### config.mk
export PLATFORM = sky130hd
export DESIGN_NAME = hsv_to_rgb_converter
export DESIGN_NICKNAME = d
export VERILOG_FILES = /design/src/sv/hsv_pkg.sv /design/src/sv/hsv_to_rgb_converter.sv /design/src/sv/hsv_sector.sv /design/src/sv/hsv_level.sv
export SDC_FILE = /design/constraint.sdc
export NUM_CORES = 2
export LEC_CHECK = 0
export BUFFER_PORTS_ARGS = -buffer_cell sky130_fd_sc_hd__buf_2
export CAP_MARGIN = 20
export CORE_MARGIN = 8
export CORE_UTILIZATION = 59
export CTS_CLUSTER_SIZE = 10
export DETAILED_ROUTE_END_ITERATION = 8
export GPL_ROUTABILITY_DRIVEN = 0
export PLACE_DENSITY = 0.89
export SLEW_MARGIN = 30
export SYNTH_ARGS = -nofsm -noshare
export SYNTH_HDL_FRONTEND = slang
export SYNTH_SLANG_ARGS = --single-unit
### constraint.sdc
create_clock -name clk -period 6.9 [get_ports clk]
set_input_delay 1.035 -clock clk [delete_from_list [all_inputs] [get_ports clk]]
set_output_delay 1.035 -clock clk [all_outputs]
set_load 0.005 [all_outputs]
### src/sv/hsv_pkg.sv
package hsv_pkg;

  localparam int FRACTION_BITS_DEF = 12;
  localparam int STAGES = 5;

  localparam int HUE_FULL = 5760;
  localparam int HUE_SECTOR = 960;
  localparam int HUE_OFFSET = 6 * HUE_FULL;
  localparam int HUE_LOW_BITS = 7;
  localparam int HUE_ODD = HUE_FULL >> HUE_LOW_BITS;
  // floor(n / 45) = (n * 1457) >> 16 for n < 2259
  localparam int HUE_RECIP = 1457;
  localparam int HUE_RECIP_SHIFT = 16;
  // floor(n / 15) = (n * 34953) >> 19 for n < 74898
  localparam int LEVEL_RECIP = 34953;
  localparam int LEVEL_RECIP_SHIFT = 19;

  localparam logic [7:0] ALPHA_VALUE = 8'hFF;

  localparam logic [2:0] SECTOR_RED_YEL = 3'd0;
  localparam logic [2:0] SECTOR_YEL_GRN = 3'd1;
  localparam logic [2:0] SECTOR_GRN_CYN = 3'd2;
  localparam logic [2:0] SECTOR_CYN_BLU = 3'd3;
  localparam logic [2:0] SECTOR_BLU_MAG = 3'd4;
  localparam logic [2:0] SECTOR_MAG_RED = 3'd5;

  typedef struct packed {
    logic [2:0] sector;
    logic [9:0] ramp;
  } hsv_hue_t;

endpackage

### src/sv/hsv_to_rgb_converter.sv
// HSV to RGB converter, five-stage pipeline: one pixel per clock while pixel_stall is low.
// Hue is signed 1/16 degree and wraps modulo 360 degrees; saturation and brightness are
// signed Q4.FRACTION_BITS clamped to 0..1. Each channel is the exact truncation of
// (channel' + m) * 255, and packed_color carries RGBA with alpha fixed at 255. Every stage
// holds only while the stage after it is full and stalled, so empty slots close up under a
// stalled output and pixel_stall is low whenever the output register is empty.
module hsv_to_rgb_converter #(
  parameter int FRACTION_BITS = hsv_pkg::FRACTION_BITS_DEF
) (
  input  logic               clk,
  input  logic               rst,
  input  logic               pixel_valid,
  output logic               pixel_stall,
  input  logic signed [15:0] hue,
  input  logic signed [15:0] saturation,
  input  logic signed [15:0] brightness,
  output logic               color_valid,
  input  logic               color_stall,
  output logic [7:0]         red,
  output logic [7:0]         green,
  output logic [7:0]         blue,
  output logic [31:0]        packed_color
);
  import hsv_pkg::*;

  logic [STAGES-1:0] valid_q;
  logic [STAGES-1:0] valid_next;
  logic [STAGES-1:0] en;

  always_comb begin
    en[STAGES-1] = !valid_q[STAGES-1] || !color_stall;
    for (int i = STAGES - 2; i >= 0; i--) begin
      en[i] = !valid_q[i] || en[i+1];
    end
  end

  assign valid_next = {valid_q[STAGES-2:0], pixel_valid};

  always_ff @(posedge clk) begin
    if (rst) begin
      valid_q <= '0;
    end else begin
      for (int i = 0; i < STAGES; i++) begin
        if (en[i]) begin
          valid_q[i] <= valid_next[i];
        end
      end
    end
  end

  assign pixel_stall = !en[0];
  assign color_valid = valid_q[STAGES-1];

  hsv_hue_t                 hue_info;
  logic [FRACTION_BITS:0]   level;
  logic [2*FRACTION_BITS:0] chroma;
  logic [2*FRACTION_BITS:0] floor_term;

  hsv_sector #(
    .FRACTION_BITS(FRACTION_BITS)
  ) u_sector (
    .clk        (clk),
    .en         (en[1:0]),
    .hue        (hue),
    .saturation (saturation),
    .brightness (brightness),
    .hue_info   (hue_info),
    .level      (level),
    .chroma     (chroma),
    .floor_term (floor_term)
  );

  hsv_level #(
    .FRACTION_BITS(FRACTION_BITS)
  ) u_level (
    .clk        (clk),
    .en         (en[4:2]),
    .hue_info   (hue_info),
    .level      (level),
    .chroma     (chroma),
    .floor_term (floor_term),
    .red        (red),
    .green      (green),
    .blue       (blue)
  );

  assign packed_color = {red, green, blue, ALPHA_VALUE};

endmodule

### src/sv/hsv_sector.sv
module hsv_sector #(
  parameter int FRACTION_BITS = hsv_pkg::FRACTION_BITS_DEF
) (
  input  logic                           clk,
  input  logic [1:0]                     en,
  input  logic signed [15:0]             hue,
  input  logic signed [15:0]             saturation,
  input  logic signed [15:0]             brightness,
  output hsv_pkg::hsv_hue_t              hue_info,
  output logic [FRACTION_BITS:0]         level,
  output logic [2*FRACTION_BITS:0]       chroma,
  output logic [2*FRACTION_BITS:0]       floor_term
);
  import hsv_pkg::*;

  localparam int F = FRACTION_BITS;
  localparam logic signed [15:0] ONE_Q = 16'(1 << F);

  function automatic logic [F:0] clamp_unit(input logic signed [15:0] q);
    logic [F:0] r;
    if (q < 16'sd0) begin
      r = '0;
    end else if (q > ONE_Q) begin
      r = ONE_Q[F:0];
    end else begin
      r = q[F:0];
    end
    return r;
  endfunction

  // stage 1: hue offset into positive range, coarse quotient by 45; chroma product
  logic [16:0]    hue_ofs;
  logic [20:0]    quot_prod;
  logic [F:0]     sat_c;
  logic [F:0]     val_c;
  logic [2*F+1:0] prod_full;

  assign hue_ofs   = {hue[15], hue} + 17'(HUE_OFFSET);
  assign quot_prod = 21'(hue_ofs[16:HUE_LOW_BITS]) * 21'(HUE_RECIP);
  assign sat_c     = clamp_unit(saturation);
  assign val_c     = clamp_unit(brightness);
  assign prod_full = {{(F+1){1'b0}}, val_c} * {{(F+1){1'b0}}, sat_c};

  logic [9:0]  hue_hi;
  logic [6:0]  hue_lo;
  logic [4:0]  hue_quot;
  logic [F:0]  level1;
  logic [2*F:0] chroma1;

  always_ff @(posedge clk) begin
    if (en[0]) begin
      hue_hi   <= hue_ofs[16:HUE_LOW_BITS];
      hue_lo   <= hue_ofs[HUE_LOW_BITS-1:0];
      hue_quot <= quot_prod[20:HUE_RECIP_SHIFT];
      level1   <= val_c;
      chroma1  <= prod_full[2*F:0];
    end
  end

  // stage 2: wrapped hue, sector, ramp within sector
  logic [9:0]  hue_rem;
  logic [12:0] hue_wrap;
  logic [2:0]  sector;
  logic [12:0] frac_full;
  logic [9:0]  frac;
  logic [9:0]  ramp;

  assign hue_rem  = hue_hi - 10'(hue_quot) * 10'(HUE_ODD);
  assign hue_wrap = {hue_rem[5:0], hue_lo};

  always_comb begin
    if (hue_wrap >= 13'(5 * HUE_SECTOR)) begin
      sector = SECTOR_MAG_RED;
    end else if (hue_wrap >= 13'(4 * HUE_SECTOR)) begin
      sector = SECTOR_BLU_MAG;
    end else if (hue_wrap >= 13'(3 * HUE_SECTOR)) begin
      sector = SECTOR_CYN_BLU;
    end else if (hue_wrap >= 13'(2 * HUE_SECTOR)) begin
      sector = SECTOR_GRN_CYN;
    end else if (hue_wrap >= 13'(HUE_SECTOR)) begin
      sector = SECTOR_YEL_GRN;
    end else begin
      sector = SECTOR_RED_YEL;
    end
  end

  assign frac_full = hue_wrap - 13'(sector) * 13'(HUE_SECTOR);
  assign frac      = frac_full[9:0];
  assign ramp      = sector[0] ? (10'(HUE_SECTOR) - frac) : frac;

  always_ff @(posedge clk) begin
    if (en[1]) begin
      hue_info.sector <= sector;
      hue_info.ramp   <= ramp;
      level           <= level1;
      chroma          <= chroma1;
      floor_term      <= {level1, {F{1'b0}}} - chroma1;
    end
  end

endmodule

### src/sv/hsv_level.sv
module hsv_level #(
  parameter int FRACTION_BITS = hsv_pkg::FRACTION_BITS_DEF
) (
  input  logic                     clk,
  input  logic [2:0]               en,
  input  hsv_pkg::hsv_hue_t        hue_info,
  input  logic [FRACTION_BITS:0]   level,
  input  logic [2*FRACTION_BITS:0] chroma,
  input  logic [2*FRACTION_BITS:0] floor_term,
  output logic [7:0]               red,
  output logic [7:0]               green,
  output logic [7:0]               blue
);
  import hsv_pkg::*;

  localparam int F = FRACTION_BITS;

  // stage 3: ramp term in units of 1/(one*one*960); full and base bytes
  logic [2*F+10:0] ramp_prod;
  logic [2*F+10:0] base_960;
  logic [2*F+10:0] ramp_sum;
  logic [F+8:0]    full_255;
  logic [2*F+8:0]  base_255;

  assign ramp_prod = (2*F+11)'(chroma) * (2*F+11)'(hue_info.ramp);
  assign base_960  = ((2*F+11)'(floor_term) << 10) - ((2*F+11)'(floor_term) << 6);
  assign ramp_sum  = ramp_prod + base_960;
  assign full_255  = {level, 8'b0} - (F+9)'(level);
  assign base_255  = {floor_term, 8'b0} - (2*F+9)'(floor_term);

  logic [2*F+9:0] ramp3;
  logic [2:0]     sector3;
  logic [7:0]     full3;
  logic [7:0]     base3;

  always_ff @(posedge clk) begin
    if (en[0]) begin
      ramp3   <= ramp_sum[2*F+9:0];
      sector3 <= hue_info.sector;
      full3   <= full_255[F+7:F];
      base3   <= base_255[2*F+7:2*F];
    end
  end

  // stage 4: scale by 255, drop the power-of-two part of the divisor
  logic [2*F+17:0] ramp_255;

  assign ramp_255 = {ramp3, 8'b0} - (2*F+18)'(ramp3);

  logic [11:0] ramp4;
  logic [2:0]  sector4;
  logic [7:0]  full4;
  logic [7:0]  base4;

  always_ff @(posedge clk) begin
    if (en[1]) begin
      ramp4   <= ramp_255[2*F+17:2*F+6];
      sector4 <= sector3;
      full4   <= full3;
      base4   <= base3;
    end
  end

  // stage 5: divide by 15, route bytes to channels
  logic [27:0] div_prod;
  logic [7:0]  ramp_byte;

  assign div_prod  = 28'(ramp4) * 28'(LEVEL_RECIP);
  assign ramp_byte = div_prod[LEVEL_RECIP_SHIFT+7:LEVEL_RECIP_SHIFT];

  always_ff @(posedge clk) begin
    if (en[2]) begin
      case (sector4)
        SECTOR_RED_YEL: begin
          red <= full4;     green <= ramp_byte; blue <= base4;
        end
        SECTOR_YEL_GRN: begin
          red <= ramp_byte; green <= full4;     blue <= base4;
        end
        SECTOR_GRN_CYN: begin
          red <= base4;     green <= full4;     blue <= ramp_byte;
        end
        SECTOR_CYN_BLU: begin
          red <= base4;     green <= ramp_byte; blue <= full4;
        end
        SECTOR_BLU_MAG: begin
          red <= ramp_byte; green <= base4;     blue <= full4;
        end
        default: begin
          red <= full4;     green <= base4;     blue <= ramp_byte;
        end
      endcase
    end
  end

endmodule

==> results.cfg <==
[status]
status = finished with violations
violations = negative setup slack

[place]
numPortBuffers = 101
place_ws_ns = -0.679
place_area_mm2 = 0.0316
place_inst = 3762
hpwlAfterDp_mm = 54.3

[worst_setup_path]
reg2reg_slack_ns = 0.68
cpMostUsedCell = fa_1
r2r_end = u_level.ramp3[33]
path_class = input port to register
end_kind = register
arrival_ns = 7.25
reg2reg_depth = 16
r2r_start = u_sector.chroma[3]
cp.required_ns = 7.21
path_max_fanout = 5
start_kind = input port
cpPeakStageDelay_ns = 0.56
crit_slowest_cell = fa_1

[route]
postRouteAntennaNets = 0
drt-total-wl_mm = 71.0
via_per_inst = 5.74
routedWlPerCell_um = 18.6
drcViolationCount = 0
dr.pass1.iters = 8
vias = 21959
first_iter_violations = 1768

[floorplanning]
dieArea_mm2 = 0.0574
start_util = 0.593
core_mm2 = 0.0498
rows = 82
fp.dieH_um = 240
top_level_ports = 110
die_x_um = 240

[sta]
worst_pin_slew_ns = 1.05
rsz0062_at_grt = yes
tns_ns = -0.0396
hold_violations = 0
drv_slew = 0
relSlewSlack = 0.297
layout_min_cycle_time_ns = 6.94
timing.final.crit_share = 1.01
max_freq_mhz = 144
finalSetupViolCount = 1
skew_ns = 0.0193
setup_ws_ns = -0.0396

[cells_and_area]
multi_input_area_mm2 = 0.0199
n_fill_cell = 3409
fin_nets = 3899
layout-drive-gt1-share = 0.126
design_area_mm2 = 0.0329
finalNonFillerCells = 3823
num_antenna_cells = 0
regArea_mm2 = 0.00728
area_growth_pct = 11.4

[global_routing]
use_met2 = 0.436
grt_pass1_vias = 23044
track_usage = 0.236
grt_pass1_wl_mm = 111
grt_max_degree = 77
antenna_found_initial = 0
grtUsageMet3 = 0.0307
grt-busiest-layer = met2
grt_use_met1 = 0.271
grt_overflow_total = 0

[clock_tree]
clock_latency_ns = 0.57
cts_buffer_depth = 3
htree_levels = 1
cts.reportedPaths.clkPinSlew_ns = 0.06
cts_tree = yes
cts_hold_buf = 0
clock_sinks = 244
cts_root_buf = clkbuf_16
cts_buffers = 29

[yosys]
synthDistinctLibCells = 85
ys_ff_latch = 244
ys_seq_area_frac = 0.247
syn_inst = 2960
synth.top_cell.area_share = 0.269
ys_warn_count = 0
synth.avg_cell_area_um2 = 9.97
synthArstFlopShare = 0
syn_area_mm2 = 0.0295
synth_top_cell_by_area = fa_1
ys_top_cells_by_area = fa_1 (27%), edfxtp_1 (24%), ha_1 (13%)
ys.flop_type = edfxtp_1
synth_edf_count = 239

[worst_hold_path]
whs_endpoint = u_level.base4[0]
min_path_cells = 0
holdCritStartpoint = u_level.base3[0]
hold_class = register to register

[power_and_ir_drop]
power_density_mw_per_mm2 = 480
irDropWorstVdd_mv = 2.04
leakage_nw = 15.8

[job]
maxCapViolCount = 0
worst max-delay path by stage:
stage / cells after the start / end / slack, ns / start
after global routing: 26 / u_sector.chroma1[21] / -0.27 / saturation[10]
after global placement: 26 / u_sector.chroma1[21] / -0.55 / saturation[0]
final: 26 / u_sector.chroma1[21] / -0.04 / saturation[0]
after floorplan: 26 / u_sector.chroma1[21] / -0.32 / saturation[0]
after detailed placement: 25 / u_sector.chroma1[21] / -0.68 / saturation[3]
after CTS: 26 / u_sector.chroma1[21] / -0.02 / saturation[3]
per-layer routing:
layer  part of all wire  vias up  wire length (um)
li1                   -     9875                 -
met2               0.51     1138             36500
met4              0.054        0              3860
met1               0.36    10629             25400
met3              0.074      317              5260
met5                  0        -                 0
power by group:
group	internal (mW)	switching [mW]	leakage [nW]	total, mW
sequential	2.66	0.429	2.74	3.08
combinational	5.18	6.16	12.6	11.3
clock	0.783	0.584	0.401	1.37
critical path, delay by kind of cell:
family          cells  cell delay, ns
compound gates      7            1.77
xor+xnor            1            0.14
fa+ha+maj           6            2.50
buf+inv             6            0.62
simple gates        6            1.17
what timing repair did:
action | 4_1_cts | 5_1_grt
pin swaps | 6 | 59
gates cloned | 0 | 2
endpoints found under the setup margin | 3 | 8
setup buffers | 1 | 9
gates resized for setup | 5 | 82
flip-flops by register name, summed over array words and instances, names as in the netlist, 6 cells and up:
| register | count |
|---|---|
| u_level.red | 8 |
| u_sector.hue_hi | 6 |
| u_level.green | 8 |
| u_sector.level1 | 13 |
| u_sector.floor_term | 25 |
| u_sector.hue_info | 13 |
| u_level.ramp3 | 34 |
| u_sector.level | 13 |
| u_level.full3 | 8 |
| u_level.ramp4 | 12 |
| u_sector.chroma1 | 25 |
| u_sector.hue_lo | 7 |
| u_sector.chroma | 24 |
| u_level.base4 | 8 |
| u_level.base3 | 8 |
| u_level.blue | 8 |
| u_level.full4 | 8 |
final cells by class:
| type | count | share of cell area |
|---|---|---|
| well taps | 672 | 0.0256 |
| repair buffers | 252 | 0.0531 |
| flip-flops and latches | 244 | 0.221 |
| multi-input cells | 2008 | 0.606 |
| inverters | 599 | 0.0684 |
| clock buffers | 43 | 0.0240 |
| clock inverters | 5 | 0.00126 |
cells by family (layout without fill, tap and decap cells):
logic type	after synthesis	count (layout)	synth area share
flops	244	244	0.247
simple gates	751	751	0.120
mux	25	25	0.00852
fa+ha+maj	714	714	0.403
buf+inv	715	899	0.0951
xor+xnor	141	141	0.0421
compound gates	369	369	0.0839
other cells	1	8	0.000127
synthesized netlist by cell type (24+ instances only):
library cell    n
mux2i_1        24
xnor2_1       112
a21oi_1        96
o22ai_1        25
xor2_1         28
nand3_1        25
o21ai_0        58
edfxtp_1      239
fa_1          396
buf_4          32
nor3_1         30
inv_1         589
nand2_1       310
and2_1        124
ha_1          317
a21o_1         44
nor2_1        148
clkbuf_1       78
o21a_1         25
metrics by stage:
step	utilization	total power [mW]	hold slack, ns
floorplan	-	12.0	0.400
global placement	0.634	13.7	0.401
detailed placement	0.634	14.3	0.405
CTS	0.651	15.7	0.418
global route	0.661	17.1	0.431
finish	0.661	15.8	0.420
layout by cell type, fill, tap and decap left out, types with 44 or more instances in the layout:
cell type    n
nor2_1     135
xnor2_1    112
a21oi_1     95
o21ai_0     57
ha_1       305
inv_1      574
buf_2       98
and2_1     116
fa_1       392
buf_4      139
nand2_1    296
a21o_1      44
edfxtp_1   239
No activity file was read; power rests on OpenSTA's default activity.
